--- src/rtl/core/cic_pkg.sv ---
package cic_pkg;

  // item modes
  localparam logic [1:0] MODE_READ  = 2'd0;
  localparam logic [1:0] MODE_WRITE = 2'd1;
  localparam logic [1:0] MODE_ACK   = 2'd2;

  // initialization sequence steps
  localparam logic [1:0] STEP_READY = 2'd0;
  localparam logic [1:0] STEP_ICW2  = 2'd1;
  localparam logic [1:0] STEP_ICW3  = 2'd2;
  localparam logic [1:0] STEP_ICW4  = 2'd3;

  // command and data bits
  localparam logic [7:0] ICW1_START = 8'h10;
  localparam logic [7:0] ICW1_NEED4 = 8'h01;
  localparam logic [7:0] ICW1_LTIM  = 8'h08;
  localparam logic [7:0] OCW3_MARK  = 8'h08;
  localparam logic [7:0] OCW3_RR    = 8'h02;
  localparam logic [7:0] OCW3_RIS   = 8'h01;
  localparam logic [7:0] OCW2_EOI   = 8'h20;
  localparam logic [7:0] OCW2_SPEC  = 8'h40;
  localparam logic [7:0] ICW4_AEOI  = 8'h02;

  // mode flag bit positions
  localparam int FLAG_LEVEL = 0;
  localparam int FLAG_NEED4 = 1;
  localparam int FLAG_AEOI  = 2;

  // master line that carries the slave's interrupt output
  localparam int CASCADE_LINE = 2;

  typedef struct packed {
    logic       en;     // process one item this cycle
    logic       wr;     // bus write to this chip
    logic       port;   // 0 command, 1 data
    logic [7:0] data;
    logic       grant;  // acknowledge this chip's best line
  } cic_op_t;

  typedef struct packed {
    logic       int_s;      // interrupt output after sampling, before the access
    logic       int_after;  // interrupt output after the access
    logic       init_after; // in init sequence after the access
    logic       cas_hit;    // best line has its cascade bit set
    logic [7:0] rd_data;
    logic [7:0] vector;
  } cic_stat_t;

endpackage

--- src/rtl/core/cic_if.sv ---
interface cic_in_if;
  logic        valid;
  logic        ready;
  logic [1:0]  mode;
  logic        chip;
  logic        port_sel;
  logic [7:0]  write_data;
  logic [15:0] request_lines;

  modport source (output valid, mode, chip, port_sel, write_data, request_lines,
                  input ready);
  modport sink   (input valid, mode, chip, port_sel, write_data, request_lines,
                  output ready);
endinterface

interface cic_out_if;
  logic       valid;
  logic       ready;
  logic [7:0] read_data;
  logic       int_pending;
  logic [7:0] vector;
  logic       vector_valid;

  modport source (output valid, read_data, int_pending, vector, vector_valid,
                  input ready);
  modport sink   (input valid, read_data, int_pending, vector, vector_valid,
                  output ready);
endinterface

--- src/rtl/core/cascaded_interrupt_controller_unit.sv ---
// Master/slave pair of 8259A-style interrupt controllers, slave cascaded on
// master line 2. Each item samples all sixteen request lines and performs one
// bus read, bus write or interrupt acknowledge; its result (read data, master
// interrupt output, vector) is registered once the accepted item leaves the
// input register. One item is taken every cycle unless the result stalls: an
// input register feeds request latching, priority resolution and register
// update for both chips, which writes the result register. The input side
// keeps accepting while the result register holds as long as the held item
// can move on; a stalled result stalls input after one more item.
module cascaded_interrupt_controller_unit (
  input logic clk,
  input logic rst_n,
  cic_in_if.sink    in_ch,
  cic_out_if.source out_ch
);

  logic        in_valid_r;
  logic [1:0]  mode_r;
  logic        chip_r;
  logic        port_r;
  logic [7:0]  data_r;
  logic [15:0] req_r;

  logic        out_valid_r;
  logic [7:0]  rd_data_r;
  logic        int_r;
  logic [7:0]  vector_r;
  logic        vv_r;

  logic in_valid_nxt, out_valid_nxt;
  logic advance, accept, ack;

  cic_pkg::cic_op_t   op_m, op_s;
  cic_pkg::cic_stat_t st_m, st_s;
  logic [7:0]         lines_m;

  assign advance      = in_valid_r && (!out_valid_r || out_ch.ready);
  assign in_ch.ready  = !in_valid_r || advance;
  assign accept       = in_ch.valid && in_ch.ready;
  assign ack          = advance && (mode_r == cic_pkg::MODE_ACK);

  always_comb begin
    op_s.en    = advance;
    op_s.wr    = advance && (mode_r == cic_pkg::MODE_WRITE) && chip_r;
    op_s.port  = port_r;
    op_s.data  = data_r;
    op_s.grant = ack && st_m.cas_hit;

    op_m.en    = advance;
    op_m.wr    = advance && (mode_r == cic_pkg::MODE_WRITE) && !chip_r;
    op_m.port  = port_r;
    op_m.data  = data_r;
    op_m.grant = ack;

    lines_m = req_r[7:0];
    lines_m[cic_pkg::CASCADE_LINE] = req_r[cic_pkg::CASCADE_LINE] | st_s.int_s;
  end

  cic_chip u_slave (
    .clk   (clk),
    .rst_n (rst_n),
    .lines (req_r[15:8]),
    .op    (op_s),
    .stat  (st_s)
  );

  cic_chip u_master (
    .clk   (clk),
    .rst_n (rst_n),
    .lines (lines_m),
    .op    (op_m),
    .stat  (st_m)
  );

  always_comb begin
    if (accept) begin
      in_valid_nxt = 1'b1;
    end else if (advance) begin
      in_valid_nxt = 1'b0;
    end else begin
      in_valid_nxt = in_valid_r;
    end
    if (advance) begin
      out_valid_nxt = 1'b1;
    end else if (out_ch.ready) begin
      out_valid_nxt = 1'b0;
    end else begin
      out_valid_nxt = out_valid_r;
    end
  end

  always_ff @(posedge clk) begin
    if (!rst_n) begin
      in_valid_r  <= 1'b0;
      out_valid_r <= 1'b0;
    end else begin
      in_valid_r  <= in_valid_nxt;
      out_valid_r <= out_valid_nxt;
    end
  end

  always_ff @(posedge clk) begin
    if (accept) begin
      mode_r <= in_ch.mode;
      chip_r <= in_ch.chip;
      port_r <= in_ch.port_sel;
      data_r <= in_ch.write_data;
      req_r  <= in_ch.request_lines;
    end
    if (advance) begin
      if (mode_r == cic_pkg::MODE_READ) begin
        rd_data_r <= chip_r ? st_s.rd_data : st_m.rd_data;
      end else begin
        rd_data_r <= '0;
      end
      int_r    <= st_m.int_after;
      vector_r <= ack ? (st_m.cas_hit ? st_s.vector : st_m.vector) : 8'd0;
      vv_r     <= ack;
    end
  end

  assign out_ch.valid        = out_valid_r;
  assign out_ch.read_data    = rd_data_r;
  assign out_ch.int_pending  = int_r;
  assign out_ch.vector       = vector_r;
  assign out_ch.vector_valid = vv_r;

  // a master in its init sequence never raises the interrupt output
  a_init_no_int: assert property (@(posedge clk) disable iff (!rst_n)
    advance && st_m.init_after |=> !int_r)
    else $error("interrupt raised during master init");

  // acknowledge and read results never carry both payloads
  a_ack_no_read: assert property (@(posedge clk) disable iff (!rst_n)
    out_valid_r && vv_r |-> rd_data_r == 8'd0)
    else $error("read data on acknowledge result");

  // a held item that cannot move on stays held
  a_hold_item: assert property (@(posedge clk) disable iff (!rst_n)
    in_valid_r && !advance |=> in_valid_r && $stable(req_r))
    else $error("held item lost");

  // a result only appears in the cycle after an item moved on
  a_result_src: assert property (@(posedge clk) disable iff (!rst_n)
    $rose(out_valid_r) |-> $past(advance))
    else $error("result without item");

endmodule

--- src/rtl/core/cic_chip.sv ---
module cic_chip (
  input  logic               clk,
  input  logic               rst_n,
  input  logic [7:0]         lines,
  input  cic_pkg::cic_op_t   op,
  output cic_pkg::cic_stat_t stat
);

  typedef struct packed {
    logic       v;
    logic [2:0] idx;
  } best_t;

  // fully nested: an in-service line blocks itself and all lower lines
  function automatic best_t find_best(input logic [7:0] live, input logic [7:0] isr);
    best_t  b;
    logic   done;
    b    = '0;
    done = 1'b0;
    for (int i = 0; i < 8; i++) begin
      if (!done) begin
        if (isr[i]) begin
          done = 1'b1;
        end else if (live[i]) begin
          b.v   = 1'b1;
          b.idx = 3'(i);
          done  = 1'b1;
        end
      end
    end
    return b;
  endfunction

  logic [7:0] irr_r, isr_r, imr_r, cw_r, last_r;
  logic [4:0] base_r;
  logic [1:0] step_r;
  logic [2:0] flags_r;
  logic       rsel_r;

  logic [7:0] irr_nxt, isr_nxt, imr_nxt, cw_nxt, last_nxt;
  logic [4:0] base_nxt;
  logic [1:0] step_nxt;
  logic [2:0] flags_nxt;
  logic       rsel_nxt;

  logic [7:0] irr_s;
  best_t      best_s, best_a;

  always_comb begin
    if (flags_r[cic_pkg::FLAG_LEVEL]) begin
      irr_s = lines;
    end else begin
      irr_s = (irr_r | (lines & ~last_r)) & lines;
    end
    best_s = find_best(irr_s & ~imr_r, isr_r);

    irr_nxt   = irr_s;
    isr_nxt   = isr_r;
    imr_nxt   = imr_r;
    cw_nxt    = cw_r;
    last_nxt  = lines;
    base_nxt  = base_r;
    step_nxt  = step_r;
    flags_nxt = flags_r;
    rsel_nxt  = rsel_r;

    if (op.wr && !op.port) begin
      if ((op.data & cic_pkg::ICW1_START) != '0) begin
        irr_nxt   = '0;
        isr_nxt   = '0;
        imr_nxt   = '0;
        rsel_nxt  = 1'b0;
        flags_nxt = '0;
        flags_nxt[cic_pkg::FLAG_LEVEL] = (op.data & cic_pkg::ICW1_LTIM) != '0;
        flags_nxt[cic_pkg::FLAG_NEED4] = (op.data & cic_pkg::ICW1_NEED4) != '0;
        step_nxt  = cic_pkg::STEP_ICW2;
      end else if ((op.data & cic_pkg::OCW3_MARK) != '0) begin
        if ((op.data & cic_pkg::OCW3_RR) != '0) begin
          rsel_nxt = (op.data & cic_pkg::OCW3_RIS) != '0;
        end
      end else if ((op.data & cic_pkg::OCW2_EOI) != '0) begin
        if ((op.data & cic_pkg::OCW2_SPEC) != '0) begin
          isr_nxt = isr_r & ~(8'd1 << op.data[2:0]);
        end else begin
          // clear the lowest set bit: highest priority in service
          isr_nxt = isr_r & (isr_r - 8'd1);
        end
      end
    end else if (op.wr && op.port) begin
      case (step_r)
        cic_pkg::STEP_ICW2: begin
          base_nxt = op.data[7:3];
          step_nxt = cic_pkg::STEP_ICW3;
        end
        cic_pkg::STEP_ICW3: begin
          cw_nxt   = op.data;
          step_nxt = flags_r[cic_pkg::FLAG_NEED4] ? cic_pkg::STEP_ICW4
                                                  : cic_pkg::STEP_READY;
        end
        cic_pkg::STEP_ICW4: begin
          if ((op.data & cic_pkg::ICW4_AEOI) != '0) begin
            flags_nxt[cic_pkg::FLAG_AEOI] = 1'b1;
          end
          step_nxt = cic_pkg::STEP_READY;
        end
        default: begin
          imr_nxt = op.data;
        end
      endcase
    end else if (op.grant && best_s.v) begin
      irr_nxt[best_s.idx] = 1'b0;
      if (!flags_r[cic_pkg::FLAG_AEOI]) begin
        isr_nxt[best_s.idx] = 1'b1;
      end
    end

    best_a = find_best(irr_nxt & ~imr_nxt, isr_nxt);
  end

  always_comb begin
    stat.int_s      = (step_r == cic_pkg::STEP_READY) && best_s.v;
    stat.int_after  = (step_nxt == cic_pkg::STEP_READY) && best_a.v;
    stat.init_after = step_nxt != cic_pkg::STEP_READY;
    stat.cas_hit    = best_s.v && cw_r[best_s.idx];
    stat.rd_data    = op.port ? imr_r : (rsel_r ? isr_r : irr_s);
    stat.vector     = {base_r, best_s.v ? best_s.idx : 3'd7};
  end

  always_ff @(posedge clk) begin
    if (!rst_n) begin
      irr_r   <= '0;
      isr_r   <= '0;
      imr_r   <= '0;
      cw_r    <= '0;
      last_r  <= '0;
      base_r  <= '0;
      step_r  <= cic_pkg::STEP_READY;
      flags_r <= '0;
      rsel_r  <= 1'b0;
    end else if (op.en) begin
      irr_r   <= irr_nxt;
      isr_r   <= isr_nxt;
      imr_r   <= imr_nxt;
      cw_r    <= cw_nxt;
      last_r  <= last_nxt;
      base_r  <= base_nxt;
      step_r  <= step_nxt;
      flags_r <= flags_nxt;
      rsel_r  <= rsel_nxt;
    end
  end

endmodule

--- src/flat_wrapper.sv ---
// flat-port wrapper written by rule: the top's interface ports become plain ports
module cascaded_interrupt_controller_unit_flat 
  (clk, rst_n, in_ch_valid, in_ch_mode, in_ch_chip, in_ch_port_sel, in_ch_write_data, in_ch_request_lines, in_ch_ready, out_ch_valid, out_ch_read_data, out_ch_int_pending, out_ch_vector, out_ch_vector_valid, out_ch_ready);
  cic_in_if in_ch_i ();
  cic_out_if out_ch_i ();
  input logic clk;
  input logic rst_n;
  input wire logic [$bits(in_ch_i.valid)-1:0] in_ch_valid;
  input wire logic [$bits(in_ch_i.mode)-1:0] in_ch_mode;
  input wire logic [$bits(in_ch_i.chip)-1:0] in_ch_chip;
  input wire logic [$bits(in_ch_i.port_sel)-1:0] in_ch_port_sel;
  input wire logic [$bits(in_ch_i.write_data)-1:0] in_ch_write_data;
  input wire logic [$bits(in_ch_i.request_lines)-1:0] in_ch_request_lines;
  output wire logic [$bits(in_ch_i.ready)-1:0] in_ch_ready;
  output wire logic [$bits(out_ch_i.valid)-1:0] out_ch_valid;
  output wire logic [$bits(out_ch_i.read_data)-1:0] out_ch_read_data;
  output wire logic [$bits(out_ch_i.int_pending)-1:0] out_ch_int_pending;
  output wire logic [$bits(out_ch_i.vector)-1:0] out_ch_vector;
  output wire logic [$bits(out_ch_i.vector_valid)-1:0] out_ch_vector_valid;
  input wire logic [$bits(out_ch_i.ready)-1:0] out_ch_ready;
  assign in_ch_i.valid = in_ch_valid;
  assign in_ch_i.mode = in_ch_mode;
  assign in_ch_i.chip = in_ch_chip;
  assign in_ch_i.port_sel = in_ch_port_sel;
  assign in_ch_i.write_data = in_ch_write_data;
  assign in_ch_i.request_lines = in_ch_request_lines;
  assign in_ch_ready = in_ch_i.ready;
  assign out_ch_valid = out_ch_i.valid;
  assign out_ch_read_data = out_ch_i.read_data;
  assign out_ch_int_pending = out_ch_i.int_pending;
  assign out_ch_vector = out_ch_i.vector;
  assign out_ch_vector_valid = out_ch_i.vector_valid;
  assign out_ch_i.ready = out_ch_ready;
  cascaded_interrupt_controller_unit u_core (.clk(clk), .rst_n(rst_n), .in_ch(in_ch_i), .out_ch(out_ch_i));
endmodule
--- config.mk ---
export PLATFORM = sky130hd
export DESIGN_NAME = cascaded_interrupt_controller_unit_flat
export DESIGN_NICKNAME = d
export VERILOG_FILES = /design/src/rtl/core/cic_pkg.sv /design/src/rtl/core/cic_if.sv /design/src/rtl/core/cascaded_interrupt_controller_unit.sv /design/src/rtl/core/cic_chip.sv /design/src/flat_wrapper.sv
export SDC_FILE = /design/constraint.sdc
export NUM_CORES = 1
export LEC_CHECK = 0
export ABC_AREA = 1
export BUFFER_PORTS_ARGS = -buffer_cell sky130_fd_sc_hd__buf_2
export CORE_MARGIN = 5
export CORE_UTILIZATION = 32
export CTS_BUF_LIST = sky130_fd_sc_hd__clkbuf_2
export DETAILED_ROUTE_END_ITERATION = 8
export PLACE_DENSITY = 0.46
export SLEW_MARGIN = 20
export SYNTH_ARGS = -nofsm -noshare
export SYNTH_HDL_FRONTEND = slang
export SYNTH_SLANG_ARGS = --single-unit
--- constraint.sdc ---
create_clock -name clk -period 4.66 [get_ports clk]
set_input_delay 0.932 -clock clk [delete_from_list [all_inputs] [get_ports clk]]
set_output_delay 0.932 -clock clk [all_outputs]
set_load 0.02 [all_outputs]
==> results.md, run 1 <==
Placement:
- Once detailed placement completed, the half-perimeter wirelength came to 19.0 mm.
- The total cell area at the placement stage is 7920 um^2.
- The number of port buffers is 51.
- The global placement routability congestion is approximately 0.96.

Layout:
- The flip-flop count of the largest register, all copies and words added is 16.
- The library cell used most frequently in the layout, excluding fill and tap cells, is sky130_fd_sc_hd__nand2_1.
- The top cell types in the final layout, fill and taps aside, are sky130_fd_sc_hd__nand2_1, sky130_fd_sc_hd__nor2_1, sky130_fd_sc_hd__inv_1, sky130_fd_sc_hd__a21oi_1, sky130_fd_sc_hd__dfxtp_1.
- The fraction of layout instances using a drive strength above 1 is roughly 14%.
- The register bank with the most flops is u_core.req_r.
- The signed area change from the synthesized netlist to the final layout is 12.0%.
- The core utilization of the finished layout is 36.4%.
- In the final design database the tool counted 1054 nets.
- After routing the design area is 8210 um^2.

Critical path:
- The data arrival time at the worst-slack endpoint is between 4 and 5 ns.
- The critical path starts at u_core.u_slave.flags_r[0].
- STA classifies the critical path startpoint as a flip-flop.
- The critical-path maximum fanout is 18.
- The category of the worst setup path capture point is a flip-flop.
- The critical register-to-register path endpoint is u_core.u_slave.isr_r[6].
- The internal reg-to-reg setup slack is 0.76 ns.
- Data on the critical path is required at its endpoint by 5.33 ns.
- By startpoint and endpoint, the worst setup path is classified as flip-flop to flip-flop.
- The worst register-to-register path begins at u_core.u_slave.flags_r[0].
- For the worst flop-to-flop path, the logic depth is 24.

Global route:
- The global-route wire length before repair is 39.0 mm.
- After global routing the overflow that remains totals 0.
- Entering global routing, the biggest net connects 51 pins.
- The global-route total usage across every layer is 19.6%.
- The via count of the first global-routing pass is 6485.
- The number of antenna violations at the first check in global routing came to 1.

Worst hold path:
- The worst hold path endpoint is u_core.req_r[9].
- The startpoint identified for the worst hold timing path is in_ch_request_lines[9].
- Counting instances, the worst hold path has a depth of 1.
- In this run the worst hold path is classified as input port to flip-flop.

Synth:
- The number of flops mapped to enable cells by yosys is 46.
- The portion of synthesized cell area occupied by the leading cell type is 26.2%.
- After synthesis, the share of flip-flops with an asynchronous set or reset is 0%.
- After synthesis, flip-flops and latches occupy between 40% and 50% of the total area.
- The most used flip-flop cell after synthesis is sky130_fd_sc_hd__dfxtp_1.
- The number of nets in the synthesized netlist is 1002.
- The synthesized instance count is 964.
- Sorting the synthesized cells by area gives the leading types as sky130_fd_sc_hd__dfxtp_1, sky130_fd_sc_hd__edfxtp_1, sky130_fd_sc_hd__a21oi_1.
- The mapped netlist covers approximately 7300 um^2.
- Dividing the synthesized area by the synthesized cell count gives 7.60 um^2.
- The library cell with the largest summed area after synthesis is sky130_fd_sc_hd__dfxtp_1.
- After synthesis the netlist holds a flip-flop and latch count of 142.
- Yosys printed 0 warnings.
- The synthesized netlist contains 56 unique library cells.

Pwr:
- The reported leakage power is 3.35 nW.
- The power per unit of standard cell area is 320 nW/um^2.
- The highest ir drop seen on vdd is 0.166 mV.

CTS:
- The clock reaches the later pin of the worst-skew pair after between 0.7 and 0.8 ns.
- The CTS tree is built.
- After clock tree synthesis, the clock-pin slew on the worst setup and hold paths is ~0.25 ns.
- The post-cts resize count is 0.
- CTS built an H-tree with a depth of 4.
- Buffers added to address setup during post-CTS repair amount to 0.
- The number of clock buffers added by TritonCTS is 17.
- The hold buffer count at CTS is 0.
- CTS placed an instance of sky130_fd_sc_hd__clkbuf_2 at the clock tree root.
- The longest clock path from root to sink contains 2 buffers.
- Clock tree synthesis found a total of 142 sinks.

Floorplanning:
- The floorplan has 55 rows.
- The height of the chip is 161 um.
- From left edge to right edge, the die measures about 160 um.
- The area of the core is 22600 um^2.
- The top-level port count is 52.
- The full die area is 26000 um^2.
- The initial utilization of the core area, before any placement, comes to around 32%.

Timing:
- In the finished design, the share of the clock period the worst path needs comes to 83.6%.
- At the pin with the least slew margin, the transition time is about 0.9 ns.
- Setup violations remaining at the end of the flow were counted as 0.
- Static timing analysis puts the maximum clock frequency at 257 MHz.
- The largest clock skew in the final design is 0.0359 ns.
- Adding up every negative setup slack in the final design gives 0 ns.
- Setup repair after global routing left no endpoint under its margin.
- The number of endpoints with negative hold slack in the final report is 0.
- The tightest slew margin relative to the limit is 40.8%.
- The final number of max-transition violations is 0.
- The minimum clock period after layout is 3.90 ns.

Detailed routing:
- The mean routed wirelength per cell is 19.4 um.
- Wires add up to 25.5 mm.
- For this run, the detailed router's first-pass iteration total came to 8.
- For this run, design rule violations remaining after detail routing come to 0.
- For this block, the initial DRC count from the detailed router was 518.
- The count of nets left with antenna violations once routing finished came out at 0.
- Across all layers, the routed design uses 6804 vias.
- The detailed-route vias per instance is 5.17.

Flow run:
- The max-capacitance violation count is 0.

Run status:
- The flow ran to the end, and the final reports show no timing, DRC or antenna violations.
-- cell families (layout without fill, tap and decap cells) --
family                   Yosys count  after routing  share of synthesized area (%)
buffers and inverters            165            230                           8.69
flip-flops                       142            142                           45.1
AO/OA/AOI/OAI                    262            262                           20.3
adder cells (fa/ha/maj)            6              6                           1.02
other                              0              1                              0
AND/OR/NAND/NOR                  389            389                           24.8
-- how the worst max path moves through the flow --
stage                                           end  slack [ns]
after detailed placement  u_core.out_ch.int_pending        0.60
after CTS                   u_core.u_slave.isr_r[6]        0.76
after global routing        u_core.u_slave.isr_r[6]        0.38
after floorplan           u_core.out_ch.int_pending        1.25
final                       u_core.u_slave.isr_r[6]        0.76
after global placement    u_core.out_ch.int_pending        0.54
-- Yosys cell counts (2+ instances only) --
| library cell | instances |
|---|---|
| sky130_fd_sc_hd__a211oi_1 | 16 |
| sky130_fd_sc_hd__nand3_1 | 59 |
| sky130_fd_sc_hd__nor4_1 | 3 |
| sky130_fd_sc_hd__o21ai_1 | 7 |
| sky130_fd_sc_hd__nand3_4 | 2 |
| sky130_fd_sc_hd__buf_2 | 2 |
| sky130_fd_sc_hd__nor2_2 | 11 |
| sky130_fd_sc_hd__a21boi_0 | 4 |
| sky130_fd_sc_hd__o21ai_0 | 80 |
| sky130_fd_sc_hd__nand3b_1 | 5 |
| sky130_fd_sc_hd__a31oi_1 | 7 |
| sky130_fd_sc_hd__o22ai_1 | 13 |
| sky130_fd_sc_hd__a311oi_1 | 2 |
| sky130_fd_sc_hd__nand2_2 | 4 |
| sky130_fd_sc_hd__nand3_2 | 4 |
| sky130_fd_sc_hd__inv_2 | 6 |
| sky130_fd_sc_hd__nand2_1 | 131 |
| sky130_fd_sc_hd__nor2_1 | 127 |
| sky130_fd_sc_hd__nor2_4 | 4 |
| sky130_fd_sc_hd__inv_1 | 124 |
| sky130_fd_sc_hd__buf_6 | 2 |
| sky130_fd_sc_hd__clkbuf_1 | 28 |
| sky130_fd_sc_hd__o2111ai_1 | 2 |
| sky130_fd_sc_hd__nor3_1 | 12 |
| sky130_fd_sc_hd__o211ai_1 | 10 |
| sky130_fd_sc_hd__edfxtp_1 | 46 |
| sky130_fd_sc_hd__dfxtp_1 | 96 |
| sky130_fd_sc_hd__nand4_1 | 15 |
| sky130_fd_sc_hd__buf_1 | 2 |
| sky130_fd_sc_hd__nand2_4 | 2 |
| sky130_fd_sc_hd__a21oi_1 | 106 |
| sky130_fd_sc_hd__ha_1 | 6 |
| sky130_fd_sc_hd__o21ai_2 | 3 |
-- per-layer routing --
| layer | wire, um | vias up | track usage [%] |
|---|---|---|---|
| li1 | - | 3378 | - |
| met1 | 12100 | 3157 | 28.0 |
| met2 | 11200 | 233 | 29.6 |
| met3 | 1630 | 36 | 3.90 |
| met4 | 596 | 0 | 6.48 |
| met5 | 0 | - | 0 |
-- worst max-delay path, stage by stage (launching register included) --
cell and delay, ns:
sky130_fd_sc_hd__dfxtp_1 0.57, sky130_fd_sc_hd__buf_4 0.20, sky130_fd_sc_hd__nor2_4 0.03, sky130_fd_sc_hd__nand2_2 0.08
sky130_fd_sc_hd__nand3_2 0.07, sky130_fd_sc_hd__nand2_1 0.08, sky130_fd_sc_hd__nor2_2 0.05, sky130_fd_sc_hd__nand3_1 0.13
sky130_fd_sc_hd__nand3_1 0.11, sky130_fd_sc_hd__nor2_2 0.13, sky130_fd_sc_hd__nand2_2 0.11, sky130_fd_sc_hd__nand2_2 0.11
sky130_fd_sc_hd__nand2_4 0.09, sky130_fd_sc_hd__nand3_4 0.11, sky130_fd_sc_hd__nand4_2 0.18, sky130_fd_sc_hd__nand2_1 0.16
sky130_fd_sc_hd__nor2_4 0.06, sky130_fd_sc_hd__nand2_8 0.10, sky130_fd_sc_hd__o21ai_2 0.08, sky130_fd_sc_hd__nor3_4 0.14
sky130_fd_sc_hd__nand3_4 0.25, sky130_fd_sc_hd__o21ai_4 0.27, sky130_fd_sc_hd__nand2_1 0.28, sky130_fd_sc_hd__or2_0 0.29
sky130_fd_sc_hd__a21oi_1 0.13
-- layout make-up --
| class | count | area [um^2] |
|---|---|---|
| antenna | 1 | 2.50 |
| clock buffer | 17 | 85.1 |
| clock inverter | 15 | 201 |
| fill | 2473 | 14400 |
| inverter | 131 | 492 |
| multi-input combinational | 657 | 3390 |
| sequential | 142 | 3300 |
| tap | 285 | 357 |
| timing repair buffer | 67 | 375 |
-- stage by stage --
stage | total power (W) | hold WS (ns) | setup slack [ns] | std cells
global route | 0.00276 | 0.208 | 0.383 | 1315
global placement | 0.00179 | 0.449 | 0.535 | 1282
CTS | 0.00265 | 0.232 | 0.757 | 1314
finish | 0.00262 | 0.322 | 0.765 | 1315
floorplan | 0.00164 | 0.430 | 1.25 | 964
detailed placement | 0.00179 | 0.450 | 0.603 | 1282
-- report_power, final --
part	leakage [nW]	switching, W	internal [W]
Clock	0.170	0.000538	0.000323
Combinational	1.96	0.000276	0.000121
Sequential	1.22	0.0000359	0.00133
Power figures use the tool's default switching activity.
==> run 2: changes to the inputs <==
==> constraint.sdc (replaced) <==
create_clock -name clk -period 3.94 [get_ports clk]
set_input_delay 0.788 -clock clk [delete_from_list [all_inputs] [get_ports clk]]
set_output_delay 0.788 -clock clk [all_outputs]
set_load 0.02 [all_outputs]
==> run 2 against run 1 <==
Sequential power grew 18%. Highest routed layer unchanged. Sequential share of layout area shrank 0.78 points. Critical path depth grew 3. Via count grew 1.4%.
==> results.md, run 2 (synthesis results as in run 1) <==
Run status:
- The run finished with clean final reports.

Placement:
- Once placement finished, the instance area stood at 8060 um^2.
- Detailed placement finished with a half-perimeter wire length of 18.9 mm.
- The congestion estimate from routability-driven global placement came to 0.927.
- The number of port buffers is 51.
- The pre-CTS setup slack is 0.365 ns.

Timing:
- The final setup violation count is 0.
- The minimum clock period after layout is 3.52 ns.
- The final number of max-transition violations was 0.
- The maximum clock frequency is 284 MHz.
- The tightest slew margin relative to the limit is between 40% and 50%.
- Setup repair after global routing left no endpoint under its margin.
- The actual transition at the worst max-transition pin is 0.799 ns.
- Across all hold checks on the routed design, the worst slack comes to 0.189 ns.
- The total negative slack is 0 ns.
- The largest clock skew in the final design is 0.0367 ns.
- The final critical-path setup slack is just over 0.4 ns.
- The number of endpoints with negative hold slack in the final report was 0.
- In the finished design, the share of the clock period the worst path needs comes to 89.4%.

Floorplanning:
- Pin placement for this block handled 52 I/O pins.
- The count of standard-cell rows is 55.
- Once the floorplan was initialized, standard cells occupied between 30% and 40% of the core.
- The die is 161 um wide.
- The die covers about 26000 um^2.
- The area of the core is 22600 um^2.
- The height of the chip is about 160 um.

Layout:
- The final net count is 1073.
- The register with the most flip-flops in the layout has 16 of them.
- The sequential cell area is ~3300 um^2.
- Counting the fill cells in the layout gives 2443.
- Ranked by flip-flop count, first place goes to u_core.req_r.
- The most common cell after layout, fill and taps aside is sky130_fd_sc_hd__nand2_1.
- In the layout the commonest cells are sky130_fd_sc_hd__nand2_1, sky130_fd_sc_hd__nor2_1, sky130_fd_sc_hd__inv_1, sky130_fd_sc_hd__a21oi_1, sky130_fd_sc_hd__dfxtp_1.
- The post-route netlist has 15.5% of its cells at a drive strength greater than 1.
- The area used by multi-input combinational logic is 3390 um^2.
- The signed area change from the synthesized netlist to the final layout is 14.2%.
- After routing the design area is 8370 um^2.

Worst hold path:
- The min-delay analysis places its worst path in the category input port to flip-flop.

Critical path:
- The setup path with the least slack is of type flip-flop to flip-flop.
- The launching element of the worst setup path is u_core.u_slave.isr_r[0].
- The critical register-to-register path endpoint is u_core.out_ch.int_pending.
- The worst setup path is captured at a flip-flop.
- The worst register-to-register path begins at u_core.u_slave.isr_r[0].
- In this run the worst path has a maximum fanout of 13.
- At the worst endpoint, the required time is 4.57 ns.
- The critical path startpoint category is a flip-flop.
- The internal reg-to-reg setup slack is 0.42 ns.
- In this run the worst setup path terminates at u_core.out_ch.int_pending.
- The number of cells on the worst reg-to-reg path is 27.
- The data arrival time at the worst-slack endpoint is between 4 and 5 ns.

Global route:
- The largest net degree at the start of global routing is 51.
- The number of antenna violations at the first check in global routing is 1.
- The via count of the first global-routing pass is 6642.
- The global-route wire length before repair is ~40 mm.
- The global-route total usage across every layer is 19.7%.
- The total congestion overflow is 0.

CTS:
- The cell chosen for the clock root is sky130_fd_sc_hd__clkbuf_2.
- Post-CTS timing repair inserted 0 buffers for setup.
- The clock-pin slew of the registers on the worst-case setup and hold paths is between 0.2 and 0.3 ns.
- The maximum clock path buffer count is 2.
- The number of H-tree branching levels is 4.
- Clock tree synthesis found a total of 142 sinks.
- The number of buffers created by CTS is 17.
- The post-cts resize count is 0.
- The hold buffer count at CTS is 0.
- The clock latency on the worst-skew pair is between 0.7 and 0.8 ns.
- TritonCTS built the clock tree.

Flow run:
- The max-capacitance violation count is 0.

Detailed routing:
- For this block, the routed nets add up to 25.7 mm of wire.
- Summing over every cut layer, the via total after detailed routing is 6901.
- In the routed design, unresolved DRC markers number 0.
- The first TritonRoute pass finished after 6 iterations.
- The mean routed wirelength per cell is 19.3 um.
- In this run the remaining antenna-violating nets after routing total 0.
- The detailed router finished its first iteration with 605 violations.
- The detailed-route vias per instance is 5.17.

Pwr:
- The power per unit of standard cell area is 380 nW/um^2.
- The reported leakage power is 3.45 nW.
- IR analysis of the VDD net gives a maximum drop of approximately 0.18 mV.
- The completed layout was analyzed and its total power is about 0.0032 W.
[run 2: changes by cell type in the layout (fill, tap and decap cells not counted)]
cell	before	now
sky130_fd_sc_hd__buf_4	16	35
sky130_fd_sc_hd__bufinv_16	3	4
sky130_fd_sc_hd__clkinv_2	1	0
sky130_fd_sc_hd__clkinv_4	1	2
sky130_fd_sc_hd__clkinv_8	1	0
sky130_fd_sc_hd__inv_6	5	4
sky130_fd_sc_hd__inv_8	3	4
[run 2: layer usage]
| metal | routed length (um) | GRT usage, % | vias up |
|---|---|---|---|
| li1 | - | - | 3416 |
| met1 | 12400 | 27.7 | 3208 |
| met2 | 11200 | 30.4 | 226 |
| met3 | 1420 | 3.96 | 51 |
| met4 | 672 | 6.01 | 0 |
| met5 | 0 | 0 | - |
[run 2: power by group]
group          internal (W)  switching [W]  total (W)
logic              0.000160       0.000338   0.000497
registers           0.00157      0.0000378    0.00161
clock network      0.000445       0.000625    0.00107
total               0.00218        0.00100    0.00318
[run 2: cell type report]
cell class	count	share of cell area (%)
clock buffers	17	1.02
clock inverters	15	2.65
well taps	285	4.26
repair buffers	86	6.19
inverters	131	5.88
diodes	1	0.0299
multi-input cells	657	40.5
flip-flops and latches	142	39.5
[run 2: worst min path at each step]
stage | from | end | slack [ns] | depth (start not counted)
finish | in_ch_request_lines[14] | u_core.req_r[14] | 0.19 | 1
CTS | in_ch_request_lines[14] | u_core.req_r[14] | 0.11 | 1
detailed placement | u_core.u_master.base_r[3] | u_core.u_master.base_r[3] | 0.44 | 2
global route | in_ch_request_lines[14] | u_core.req_r[14] | 0.08 | 1
global placement | u_core.u_master.base_r[3] | u_core.u_master.base_r[3] | 0.44 | 2
floorplan | u_core.u_master.base_r[0] | u_core.u_master.base_r[0] | 0.43 | 2
[run 2: critical path, cell delays in order (launching register included)]
cell	delay (ns)
sky130_fd_sc_hd__dfxtp_1	0.42
sky130_fd_sc_hd__nor2_1	0.21
sky130_fd_sc_hd__nand2_1	0.10
sky130_fd_sc_hd__nor2_1	0.13
sky130_fd_sc_hd__nand2_1	0.07
sky130_fd_sc_hd__nor2_1	0.10
sky130_fd_sc_hd__nand2_1	0.14
sky130_fd_sc_hd__nand3_1	0.14
sky130_fd_sc_hd__nor2_2	0.05
sky130_fd_sc_hd__nand2_2	0.09
sky130_fd_sc_hd__nand2_2	0.07
sky130_fd_sc_hd__nand2_4	0.15
sky130_fd_sc_hd__nand3_4	0.13
sky130_fd_sc_hd__nand3_1	0.21
sky130_fd_sc_hd__nand2_1	0.12
sky130_fd_sc_hd__nor2_4	0.16
sky130_fd_sc_hd__nand2_8	0.11
sky130_fd_sc_hd__nand2_4	0.17
sky130_fd_sc_hd__nor2_2	0.06
sky130_fd_sc_hd__a21oi_2	0.20
sky130_fd_sc_hd__nand2_1	0.09
sky130_fd_sc_hd__nor2_2	0.16
sky130_fd_sc_hd__nand2_1	0.07
sky130_fd_sc_hd__nand2_1	0.06
sky130_fd_sc_hd__inv_1	0.04
sky130_fd_sc_hd__nand3_1	0.05
sky130_fd_sc_hd__nor2_1	0.04
sky130_fd_sc_hd__nor2_1	0.08
[run 2: metrics by stage]
stage,cells,util (%)
detailed placement,1301,35.7
floorplan,964,-
global route,1334,37.1
finish,1334,37.1
global placement,1301,35.7
CTS,1333,37.1
